[src/rtl/lrup_pkg.sv]
`timescale 1ns / 1ps

package lrup_pkg;

    localparam int ENTRIES   = 16;
    localparam int PAGE_BITS = 16;

    localparam int IDX_W  = (ENTRIES > 1) ? $clog2(ENTRIES) : 1;
    localparam int RANK_W = IDX_W;
    localparam int CNT_W  = $clog2(ENTRIES + 1);
    localparam int CFG_W  = 5;
    localparam int CMP_W  = (CFG_W > CNT_W) ? CFG_W : CNT_W;

    // result item field widths
    localparam int SLOT_W  = 4;
    localparam int EPAGE_W = 16;
    localparam int OUT_W   = 1 + SLOT_W + 1 + EPAGE_W;
    localparam int M_DATA_W = ((OUT_W + 7) / 8) * 8;
    localparam int S_DATA_W = ((PAGE_BITS + 7) / 8) * 8;

    localparam logic [RANK_W-1:0] RANK_MAX = RANK_W'(ENTRIES - 1);

    // running search record handed from cell to cell
    typedef struct packed {
        logic                 hit;
        logic [IDX_W-1:0]     hit_slot;
        logic [RANK_W-1:0]    hit_rank;
        logic                 empty;
        logic [IDX_W-1:0]     empty_slot;
        logic [RANK_W-1:0]    best_rank;
        logic [IDX_W-1:0]     best_slot;
        logic [PAGE_BITS-1:0] best_page;
    } search_t;

    // update broadcast to every cell
    typedef struct packed {
        logic              we;
        logic [IDX_W-1:0]  slot;
        logic              write_page;
        logic              age_all;
        logic [RANK_W-1:0] thr;
    } update_t;

endpackage

[src/rtl/lrup_cell.sv]
`timescale 1ns / 1ps

module lrup_cell (
    input  logic                          aclk,
    input  logic                          aresetn,
    input  logic [lrup_pkg::IDX_W-1:0]    cell_idx,
    input  logic                          active,
    input  logic [lrup_pkg::PAGE_BITS-1:0] key,
    input  lrup_pkg::search_t             rec_in,
    output lrup_pkg::search_t             rec_out,
    input  lrup_pkg::update_t             upd
);
    import lrup_pkg::*;

    logic [PAGE_BITS-1:0] page_reg;
    logic                 valid_reg;
    logic [RANK_W-1:0]    rank_reg;

    always_comb begin
        rec_out = rec_in;
        if (active) begin
            if (valid_reg && (page_reg == key) && !rec_in.hit) begin
                rec_out.hit      = 1'b1;
                rec_out.hit_slot = cell_idx;
                rec_out.hit_rank = rank_reg;
            end
            if (!valid_reg && !rec_in.empty) begin
                rec_out.empty      = 1'b1;
                rec_out.empty_slot = cell_idx;
            end
            // strict compare keeps the lowest index on equal ranks
            if ((cell_idx == '0) || (rank_reg > rec_in.best_rank)) begin
                rec_out.best_rank = rank_reg;
                rec_out.best_slot = cell_idx;
                rec_out.best_page = page_reg;
            end
        end
    end

    always_ff @(posedge aclk) begin
        if (!aresetn) begin
            valid_reg <= 1'b0;
            rank_reg  <= '0;
        end else if (upd.we && active) begin
            if (upd.slot == cell_idx) begin
                rank_reg <= '0;
                if (upd.write_page) begin
                    valid_reg <= 1'b1;
                end
            end else if (valid_reg && (upd.age_all || (rank_reg < upd.thr))
                         && (rank_reg != RANK_MAX)) begin
                rank_reg <= rank_reg + 1'b1;
            end
        end
    end

    always_ff @(posedge aclk) begin
        if (upd.we && active && (upd.slot == cell_idx) && upd.write_page) begin
            page_reg <= key;
        end
    end

endmodule

[src/rtl/lru_page_replacement.sv]
`timescale 1ns / 1ps

// LRU page replacement over a fully associative store of ENTRIES frames.
// s_ channel: one page reference per item, s_tdata[15:0] = page.
// m_ channel: one result per reference: hit flag, slot now holding the page,
// evicted flag and the evicted page (zero when nothing was evicted).
// cfg_wen/cfg_wdata set the number of frames in use; write it only when idle.
// Each reference is matched by a row of ENTRIES cells; a search record
// walks the row one cell per cycle. An item passes through accept, the walk
// of the row and the update cycle; the next item is taken once the update
// cycle has passed. The result is registered in the update cycle and then
// shown on m_tvalid.
// The result sits in an output register; while the receiver stalls, the
// block still accepts and searches the next item, and holds in its update
// cycle until the output register is free.
// Reset (aresetn low, synchronous) empties all frames, clears all ranks
// and sets the frame count to 16.
module lru_page_replacement (
    input  logic                           aclk,
    input  logic                           aresetn,
    input  logic                           s_tvalid,
    output logic                           s_tready,
    input  logic [lrup_pkg::S_DATA_W-1:0]  s_tdata,  // [15:0] page
    output logic                           m_tvalid,
    input  logic                           m_tready,
    // [0] hit, [4:1] slot, [5] evicted, [21:6] evicted_page, [23:22] zero
    output logic [lrup_pkg::M_DATA_W-1:0]  m_tdata,
    input  logic                           cfg_wen,
    input  logic [lrup_pkg::CFG_W-1:0]     cfg_wdata
);
    import lrup_pkg::*;

    typedef enum logic [1:0] {
        ST_IDLE,
        ST_SWEEP,
        ST_UPDATE
    } state_t;

    state_t               state_reg;
    logic [IDX_W-1:0]     cnt_reg;
    logic [PAGE_BITS-1:0] key_reg;
    logic [CFG_W-1:0]     cfg_reg;
    logic                 m_valid_reg;
    logic [M_DATA_W-1:0]  m_data_reg;

    logic [CMP_W-1:0]     cfg_ext;
    logic [CMP_W-1:0]     n_eff;
    logic [ENTRIES-1:0]   active;

    search_t              rec_reg [ENTRIES];
    search_t              rec_in  [ENTRIES];
    search_t              rec_out [ENTRIES];
    search_t              rec_init;
    search_t              res;
    update_t              upd;
    logic                 out_free;
    logic                 evict;
    logic [IDX_W-1:0]     res_slot;
    logic [PAGE_BITS-1:0] res_epage;

    always_ff @(posedge aclk) begin
        if (!aresetn) begin
            cfg_reg <= CFG_W'(16);
        end else if (cfg_wen) begin
            cfg_reg <= cfg_wdata;
        end
    end

    // zero acts as one frame, anything above ENTRIES as ENTRIES
    always_comb begin
        cfg_ext = CMP_W'(cfg_reg);
        if (cfg_ext == '0) begin
            n_eff = CMP_W'(1);
        end else if (cfg_ext > CMP_W'(ENTRIES)) begin
            n_eff = CMP_W'(ENTRIES);
        end else begin
            n_eff = cfg_ext;
        end
    end

    always_comb begin
        rec_init = '0;
    end

    genvar gi;
    generate
        for (gi = 0; gi < ENTRIES; gi++) begin : g_cell
            assign active[gi] = (CMP_W'(gi) < n_eff);
            if (gi == 0) begin : g_first
                assign rec_in[gi] = rec_init;
            end else begin : g_next
                assign rec_in[gi] = rec_reg[gi-1];
            end

            lrup_cell u_cell (
                .aclk     (aclk),
                .aresetn  (aresetn),
                .cell_idx (IDX_W'(gi)),
                .active   (active[gi]),
                .key      (key_reg),
                .rec_in   (rec_in[gi]),
                .rec_out  (rec_out[gi]),
                .upd      (upd)
            );

            always_ff @(posedge aclk) begin
                rec_reg[gi] <= rec_out[gi];
            end
        end
    endgenerate

    assign res      = rec_reg[ENTRIES-1];
    assign out_free = !m_valid_reg || m_tready;
    assign evict    = !res.hit && !res.empty;

    always_comb begin
        if (res.hit) begin
            res_slot = res.hit_slot;
        end else if (res.empty) begin
            res_slot = res.empty_slot;
        end else begin
            res_slot = res.best_slot;
        end
        res_epage = evict ? res.best_page : '0;

        upd.we         = (state_reg == ST_UPDATE) && out_free;
        upd.slot       = res_slot;
        upd.write_page = !res.hit;
        upd.age_all    = !res.hit && res.empty;
        upd.thr        = res.hit ? res.hit_rank : res.best_rank;
    end

    assign s_tready = (state_reg == ST_IDLE);
    assign m_tvalid = m_valid_reg;
    assign m_tdata  = m_data_reg;

    always_ff @(posedge aclk) begin
        if (!aresetn) begin
            state_reg   <= ST_IDLE;
            cnt_reg     <= '0;
            m_valid_reg <= 1'b0;
        end else begin
            // a new result replaces the one leaving in the same cycle
            if (upd.we) begin
                m_valid_reg <= 1'b1;
                m_data_reg  <= M_DATA_W'({EPAGE_W'(res_epage), evict,
                                          SLOT_W'(res_slot), res.hit});
            end else if (m_tready) begin
                m_valid_reg <= 1'b0;
            end
            case (state_reg)
                ST_IDLE: begin
                    if (s_tvalid) begin
                        key_reg   <= s_tdata[PAGE_BITS-1:0];
                        cnt_reg   <= '0;
                        state_reg <= ST_SWEEP;
                    end
                end
                ST_SWEEP: begin
                    cnt_reg <= cnt_reg + 1'b1;
                    if (cnt_reg == IDX_W'(ENTRIES - 1)) begin
                        state_reg <= ST_UPDATE;
                    end
                end
                ST_UPDATE: begin
                    if (out_free) begin
                        state_reg <= ST_IDLE;
                    end
                end
                default: begin
                    state_reg <= ST_IDLE;
                end
            endcase
        end
    end

endmodule
[config.mk]
export PLATFORM = sky130hd
export DESIGN_NAME = lru_page_replacement
export DESIGN_NICKNAME = d
export VERILOG_FILES = /design/src/rtl/lrup_pkg.sv /design/src/rtl/lrup_cell.sv /design/src/rtl/lru_page_replacement.sv
export SDC_FILE = /design/constraint.sdc
export NUM_CORES = 1
export LEC_CHECK = 0
export ABC_AREA = 0
export ABC_CLOCK_PERIOD_IN_PS = 5300
export BUFFER_PORTS_ARGS = -buffer_cell sky130_fd_sc_hd__buf_2
export CORE_MARGIN = 3
export CORE_UTILIZATION = 55
export CTS_BUF_LIST = sky130_fd_sc_hd__clkbuf_4
export DETAILED_ROUTE_END_ITERATION = 8
export PLACE_DENSITY = 0.74
export SLEW_MARGIN = 20
export SYNTH_ARGS = -nofsm -noshare
export SYNTH_HDL_FRONTEND = slang
export SYNTH_HIERARCHICAL = 1
export SYNTH_SLANG_ARGS = --single-unit
[constraint.sdc]
create_clock -name aclk -period 5.3 [get_ports aclk]
set_clock_uncertainty 0.2 [all_clocks]
set_input_delay 1.06 -clock aclk [delete_from_list [all_inputs] [get_ports aclk]]
set_output_delay 1.06 -clock aclk [all_outputs]
set_load 0.005 [all_outputs]
-- Word level (Yosys, flattened, before mapping)
Memories as Yosys holds them, arrays and structs flattened.
Cells that the tools add are included.
- output and inout port bits: 26
- RAM bits: 608
- memories kept: 1
- input port bits: 26
- register bits after elaboration: 386
- memory list (memory ; words ; bits a word ; rd ports ; clocked after memory_dff ; write ports ; RTL line ; source):
    rec_reg ; 16 ; 38 ; 16 ; 0 ; 16 ; lru_page_replacement.sv:50 ; search_t rec_reg [ENTRIES];
- bitwise operators: 1
- add/subtract/negate cells: 17
- reductions and logical operators: 251
- eq/ne operators: 53
- mux-type cells: 108
- magnitude comparators: 48
- operators by type and width (kind ; count):
    38-bit two-way mux ; 16
    24-bit two-way mux ; 15
    16-bit == test ; 16
    4-bit two-way mux ; 36
    9-bit two-way mux ; 16
    1-bit logical AND ; 129
    5-bit two-way mux ; 18
    4-bit by 1-bit adder with 4-bit output (second input constant) ; 17
    4-bit < comparator ; 16
    4-bit != test (second input constant) ; 16
    4-bit > comparator ; 15
    3-bit AND reduction ; 18
    1-bit logical NOT ; 48
    4-bit by 5-bit < comparator with 1-bit output (first input constant) ; 8
    4-bit == test (second input constant) ; 9
    2-bit AND reduction ; 18
    2-bit nonzero test ; 18
    3-bit by 5-bit < comparator with 1-bit output (first input constant) ; 4
    1-bit logical OR ; 17
    4-bit by 3-bit == test with 1-bit output (second input constant) ; 4
    1-bit by 5-bit < comparator with 1-bit output (first input constant) ; 2
    2-bit by 5-bit < comparator with 1-bit output (first input constant) ; 2
    4-bit by 2-bit == test with 1-bit output (second input constant) ; 2
    4-bit case mux with 2 select lines ; 1
    12 further kinds ; 17

-- Logic depth before layout (Yosys ltp)
Gate-level depths: netlist (run 1).
An unclocked memory read counts as a cell.
- depth after elaboration: 8
- gate-level depth with buffers: 9

-- Hierarchy
The synthesis (run 1) kept the hierarchy.
- modules (own cells, without submodules) (module ; area an instance (um2) ; instances ; cells each):
    lrup_cell (g_cell[0].u_cell ...) ; 1627.8 ; 10 ; 147
    lru_page_replacement ; 14295.0 ; 1 ; 771
    lrup_cell (g_cell[4].u_cell ...) ; 1617.8 ; 6 ; 146

-- Worst setup path after synthesis (run 1)
Ideal clock, no wire load.
- path kind: flip-flop to flip-flop
- from: mem rec_reg[1][303] (netlist name)
- to: reg g_cell[6].u_cell.page_reg[0] (enable)
- data arrival time: 3614 ps
- clock period less this slack: 4188 ps
- setup slack: 1112 ps
- cell stages (with the launch flop): 7
- required time: 4726 ps
- path through: dfxtp_1 -> buf_2 -> clkbuf_1 -> o21ai_0 -> xor2_1 -> nor4_1 -> and4_1
- RTL lines (item ; RTL line ; source):
    start: declaration ; lru_page_replacement.sv:50 ;
    end signal: assignment ; lrup_cell.sv:59 ; page_reg <= key;
    end: declaration ; lrup_cell.sv:15 ; logic [PAGE_BITS-1:0] page_reg;

==> impl_metrics.yaml, run 1 <==
layout:
  layout_commonest_cell: "dfxtp_1"
  fill_cells: 5572
  final_cell_mix: "700 x dfxtp_1, 548 x mux2_2, 370 x conb_1, 350 x clkbuf_4, 304 x xor2_1"
  largest_register_ffs: 608
  fin_nets: 3946
  drive_gt1_share_pct: 27.1
  areaGrowthSynthToFinish_pct: 15.0
global_routing:
  grt_pass1_vias: 25400
  grt_max_degree: 33
  antenna_found_initial: 2
  groute.usage.overall_pct: 20.1
  grt_overflow: 0
  grt_pass1_wl_um: 126000
clock_network:
  cts_buffers: 236
  h-tree-depth: 4
  root_buffer: "clkbuf_4"
  worstSkewPairLatency_ns: 1.06
  cts_tree: "done"
  clkTransAtPathRegs_ns: 0.07
  cts_num_sinks: 994
  cts_buffer_depth: 3
timing:
  tns_ns: 0
  holdWs_ns: 0.116
  final_hold_viol_count: 0
  maxSlewHeadroom_pct: 3.75
  max_freq_ghz: 0.272
  max_slew.worst_pin.slew_ns: 1.44
  fin_crit_sh_pct: 69.3
  finalSetupViolations: 0
  report.final.slew_viol_count: 0
  finalCriticalPeriod_ns: 3.67
  rsz0062_at_grt: "no"
power_and_ir_drop:
  p_total_mw: 20.1
  p_leak_nw: 18.8
  ir_drop_v: 0.000293
  pwr_density_cell_nw_per_um2: 435
die:
  rows: 98
  coreArea_um2: 72000
  fp.dieArea_um2: 76500
  ios: 52
  initial_utilization_pct: 56.0
  die_h_um: 277
  fp.dieW_um: 277
job:
  drv_cap: 0
yosys:
  async_flop_share_pct: 0
  netlist_area_um2: 40300
  synth_area_leaders: "dfxtp_1 35%, edfxtp_1 22%, mux2_2 15%"
  netlist.area_leader.share_pct: 34.8
  yosysSeqAreaShare_pct: 56.7
  synth_flop_cell: "dfxtp_1"
  synthesis.instances: 3117
  yosysWarnings: 6
  synth-seq-cells: 994
  synth_enable_flop_cells: 294
  synth_cell_types: 50
  syn_area_per_cell_um2: 12.9
  synth_top_cell_by_area: "dfxtp_1"
detailed_routing:
  drc: 0
  ant_nets: 0
  routed_wl_um: 76500
  firstDrtPassIters: 5
  num_vias: 24400
  drtIter0Drc: 1016
  wl_per_cell_um: 15.5
  vias_per_cell: 4.93
critical_path:
  crit_path_end: "g_cell[5].u_cell/page_reg[8]$_DFFE_PP_"
  path_class: "reg2reg"
  crit_path_end_kind: "flop"
  startpoint_type: "flop"
  rr_startpoint: "rec_reg[1][303]$_DFF_P_"
  crit_required_ns: 5.74
  r2r_cells: 6
  worstPathMaxFanout: 17
  rr_endpoint: "g_cell[5].u_cell/page_reg[8]$_DFFE_PP_"
  crit_path_start: "rec_reg[1][303]$_DFF_P_"
  cp.arrival_ns: 4.12
  reg2reg_slack_ns: 1.63
placed_design:
  io_buffers: 49
  dp_hpwl_um: 53700
  place.gp.congestion: 0.854
min_path:
  hp-class: "in2reg"
status:
  status: "complete, no violations"
[Yosys cell counts, types with 34 or more instances]
library cell    n
a21oi_1        50
a31oi_1        48
buf_6          34
dfxtp_1       700
edfxtp_1      294
ha_1          129
inv_1         164
mux2_2        548
mux2i_1        41
nand2_1        92
nand2b_1       51
nand3_1        62
nand4_1        56
nor2_1         98
nor3_1         43
nor4_1         70
o21ai_0        38
xor2_1        304
[worst min-delay path by stage]
stage,from,depth (start not counted),slack (ns),endpoint
detailed placement,rec_reg[0][294]$_DFF_P_,1,0.22,rec_reg[1][28]$_DFF_P_
global route,cfg_wdata[1],3,0.04,cfg_ext[1]$_SDFFE_PN0P_
finish,cfg_wdata[1],3,0.12,cfg_ext[1]$_SDFFE_PN0P_
floorplan,rec_reg[1][303]$_DFF_P_,0,0.20,m_tdata[0]$_DFFE_PP_
global placement,rec_reg[0][28]$_DFF_P_,1,0.22,rec_reg[0][66]$_DFF_P_
CTS,cfg_wdata[1],3,0.002,cfg_ext[1]$_SDFFE_PN0P_
[stage by stage]
| stage | setup WS [ns] | instances | util [%] | area, um2 |
|---|---|---|---|---|
| 5_1_grt | 1.38 | 4948 | 64.4 | 46300 |
| 3_3_place_gp | 1.80 | 4481 | 59.8 | 43000 |
| 3_5_place_dp | 1.68 | 4481 | 59.8 | 43000 |
| 2_1_floorplan | 1.11 | 3485 | - | 41700 |
| 6_report | 1.63 | 4948 | 64.4 | 46300 |
| 4_1_cts | 1.64 | 4937 | 64.3 | 46300 |
[layout make-up]
cell class | instances | area [um2] | share of cell area, %
antenna | 10 | 25.0 | 0.0540
sequential | 994 | 22800 | 49.3
timing repair buffer | 114 | 793 | 1.71
inverter | 164 | 616 | 1.33
clock inverter | 85 | 435 | 0.940
clock buffer | 350 | 2630 | 5.67
tap | 950 | 1190 | 2.57
multi-input combinational | 2281 | 17800 | 38.4
[repair_timing]
item,in CTS,in global routing
buffers inserted,0,0
hold endpoints to repair,21,0
gates resized for setup,0,0
hold buffers,21,0
[report_power, final]
group          internal [mW]  switching, mW
Clock                   3.10           2.93
Sequential              9.28          0.442
Combinational           2.43           1.95
[metal layers]
layer / routed length [um] / part of all wire (%) / up-vias / track usage (%)
li1: - / - / 12300 / -
met3: 3110 / 4.1 / 141 / 4.09
met4: 1620 / 2.1 / 0 / 7.61
met2: 40000 / 52 / 496 / 36.8
met5: 0 / 0 / - / 0
met1: 31700 / 41 / 11400 / 23.0
[critical path, cell delays in order, from the launching register on]
cell	delay, ns
dfxtp_1	0.76
nand2_1	0.14
o21ai_2	0.09
buf_4	0.35
xor2_1	0.11
nor4_1	0.80
and4_1	0.79
[cells by family after synthesis]
logic type | count (synthesis) | share of synthesized area (%)
AO/OA/AOI/OAI | 278 | 4.80
XOR/XNOR | 320 | 6.96
adder cells (fa/ha/maj) | 129 | 4.01
buffers and inverters | 210 | 2.64
flip-flops | 994 | 56.7
multiplexers | 589 | 16.3
other | 2 | 0.0186
AND/OR/NAND/NOR | 595 | 8.53
Note: power is estimated with default switching activity, not from simulation.
==> inputs of run 2 (changes only) <==
--- a/config.mk
+++ b/config.mk
@@ -6,7 +6,7 @@
 export NUM_CORES = 1
 export LEC_CHECK = 0
 export ABC_AREA = 0
-export ABC_CLOCK_PERIOD_IN_PS = 5300
+export ABC_CLOCK_PERIOD_IN_PS = 3600
 export BUFFER_PORTS_ARGS = -buffer_cell sky130_fd_sc_hd__buf_2
 export CORE_MARGIN = 3
 export CORE_UTILIZATION = 55
==> constraint.sdc (replaced) <==
create_clock -name aclk -period 3.6 [get_ports aclk]
set_clock_uncertainty 0.2 [all_clocks]
set_input_delay 0.72 -clock aclk [delete_from_list [all_inputs] [get_ports aclk]]
set_output_delay 0.72 -clock aclk [all_outputs]
set_load 0.005 [all_outputs]
==> run 2 against run 1 <==
Net effect: global-route usage increased by 0.18 points; cell count grew 1.1%; critical path depth grew 2; clock power is 51% higher; total power rose by 48%; maximum frequency rose by 26%; routed wire length up 0.65%; die area unchanged; count of clock-buffer cells in the layout did not move; critical endpoint is now g_cell[3].u_cell/rank_reg[3]$_SDFFE_PN0P_; largest cell class unchanged.
==> impl_metrics.yaml, run 2 (synthesis results as in run 1) <==
status:
  status: "complete, no violations"
layout:
  layout_commonest_cell: "dfxtp_1"
  drive_gt1_share_pct: 27.7
  areaGrowthSynthToFinish_pct: 16.3
  multi_input_area_um2: 17800
  fin_nets: 4004
  fill_cells: 5580
  regArea_um2: 22800
  largest_register_ffs: 608
  final_cell_mix: "700 x dfxtp_1, 548 x mux2_2, 370 x conb_1, 350 x clkbuf_4, 304 x xor2_1"
critical_path:
  worstPathMaxFanout: 16
  startpoint_type: "flop"
  rr_startpoint: "rec_reg[1][303]$_DFF_P_"
  cp.arrival_ns: 3.69
  crit_required_ns: 4.38
  r2r_cells: 8
  path_class: "reg2reg"
  reg2reg_slack_ns: 0.69
  crit_path_start: "rec_reg[1][303]$_DFF_P_"
  crit_path_end_kind: "flop"
  rr_endpoint: "g_cell[3].u_cell/rank_reg[3]$_SDFFE_PN0P_"
die:
  fp.dieArea_um2: 76500
  fp.dieW_um: 277
  ios: 52
  rows: 98
  die_h_um: 277
  initial_utilization_pct: 56.0
  coreArea_um2: 72000
detailed_routing:
  num_vias: 24600
  drtIter0Drc: 987
  ant_nets: 0
  firstDrtPassIters: 5
  routed_wl_um: 77000
  wl_per_cell_um: 15.4
  vias_per_cell: 4.91
  drc: 0
clock_network:
  postCtsHoldBufs: 36
  root_buffer: "clkbuf_4"
  cts-resized-gates: 0
  h-tree-depth: 4
  cts_tree: "done"
  clkTransAtPathRegs_ns: 0.07
  cts_setup_buffers: 0
  worstSkewPairLatency_ns: 1.09
  cts_buffers: 241
  cts_num_sinks: 994
  cts_buffer_depth: 3
global_routing:
  groute.usage.overall_pct: 20.3
  grt_max_degree: 50
  antenna_found_initial: 2
  grt_overflow: 0
  grt_pass1_vias: 25500
  grt_pass1_wl_um: 127000
placed_design:
  place.gp.congestion: 0.843
  io_buffers: 49
  dp_hpwl_um: 53500
  dpl_worst_slack_ns: 0.784
timing:
  tns_ns: 0
  fin_ws_ns: 0.692
  rsz0062_at_grt: "no"
  maxSlewHeadroom_pct: 0.193
  max_freq_ghz: 0.344
  final_hold_viol_count: 0
  max_slew.worst_pin.slew_ns: 1.50
  fin_crit_sh_pct: 80.8
  finalSetupViolations: 0
  report.final.slew_viol_count: 0
  finalCriticalPeriod_ns: 2.91
min_path:
  whs_endpoint: "key_reg[4]$_DFFE_PP_"
  min_from: "s_tdata[4]"
  hp-class: "in2reg"
  holdPathStages: 2
power_and_ir_drop:
  p_leak_nw: 19.1
  pwr_density_cell_nw_per_um2: 638
  ir_drop_v: 0.000505
job:
  drv_cap: 0
[run 2: stage by stage]
step	util (%)	hold slack [ns]	total power, mW	area [um2]	std cells
6_report	65.1	0.135	29.9	46900	5003
3_3_place_gp	60.2	0.219	20.8	43400	4520
2_1_floorplan	-	0.203	19.9	41700	3485
3_5_place_dp	60.2	0.221	20.9	43400	4520
5_1_grt	65.1	0.0658	31.6	46800	5001
4_1_cts	65.1	0.0196	30.3	46800	4996
[run 2: per-layer routing]
metal / up-vias / part of all wire (%) / GRT usage [%]
met4: 0 / 3.0 / 9.17
li1: 12500 / - / -
met1: 11400 / 42 / 23.4
met2: 526 / 51 / 36.4
met5: - / 0 / 0
met3: 169 / 4.2 / 3.83
[run 2: worst max-delay path, cell delays in order (launching register included)]
cell      delay [ns]
dfxtp_1         0.48
mux2_2          0.57
inv_1           0.11
ha_1            0.33
a21oi_1         0.15
o211ai_1        0.10
a21oi_1         0.50
nand4_1         0.18
a31oi_1         0.18
[run 2: worst max-delay path by stage]
stage	endpoint
floorplan	g_cell[0].u_cell/page_reg[0]$_DFFE_PP_
global placement	rec_reg[0][226]$_DFF_P_
detailed placement	g_cell[5].u_cell/rank_reg[2]$_SDFFE_PN0P_
CTS	rec_reg[0][222]$_DFF_P_
global route	g_cell[13].u_cell/rank_reg[0]$_SDFFE_PN0P_
finish	g_cell[3].u_cell/rank_reg[3]$_SDFFE_PN0P_
[run 2: cell type report]
type,instances,share of cell area (%)
Antenna cell,7,0.0374
Clock buffer,350,5.61
Clock inverter,90,1.05
Inverter,164,1.31
Multi-Input combinational cell,2281,38.0
Sequential cell,994,48.8
Tap cell,950,2.54
Timing Repair Buffer,167,2.71
[run 2: report_power, final]
part	total, mW	internal [mW]	switching [mW]
Sequential	14.3	13.7	0.619
Combinational	6.52	3.61	2.91
Clock	9.08	4.65	4.43
Total	29.9	21.9	7.95
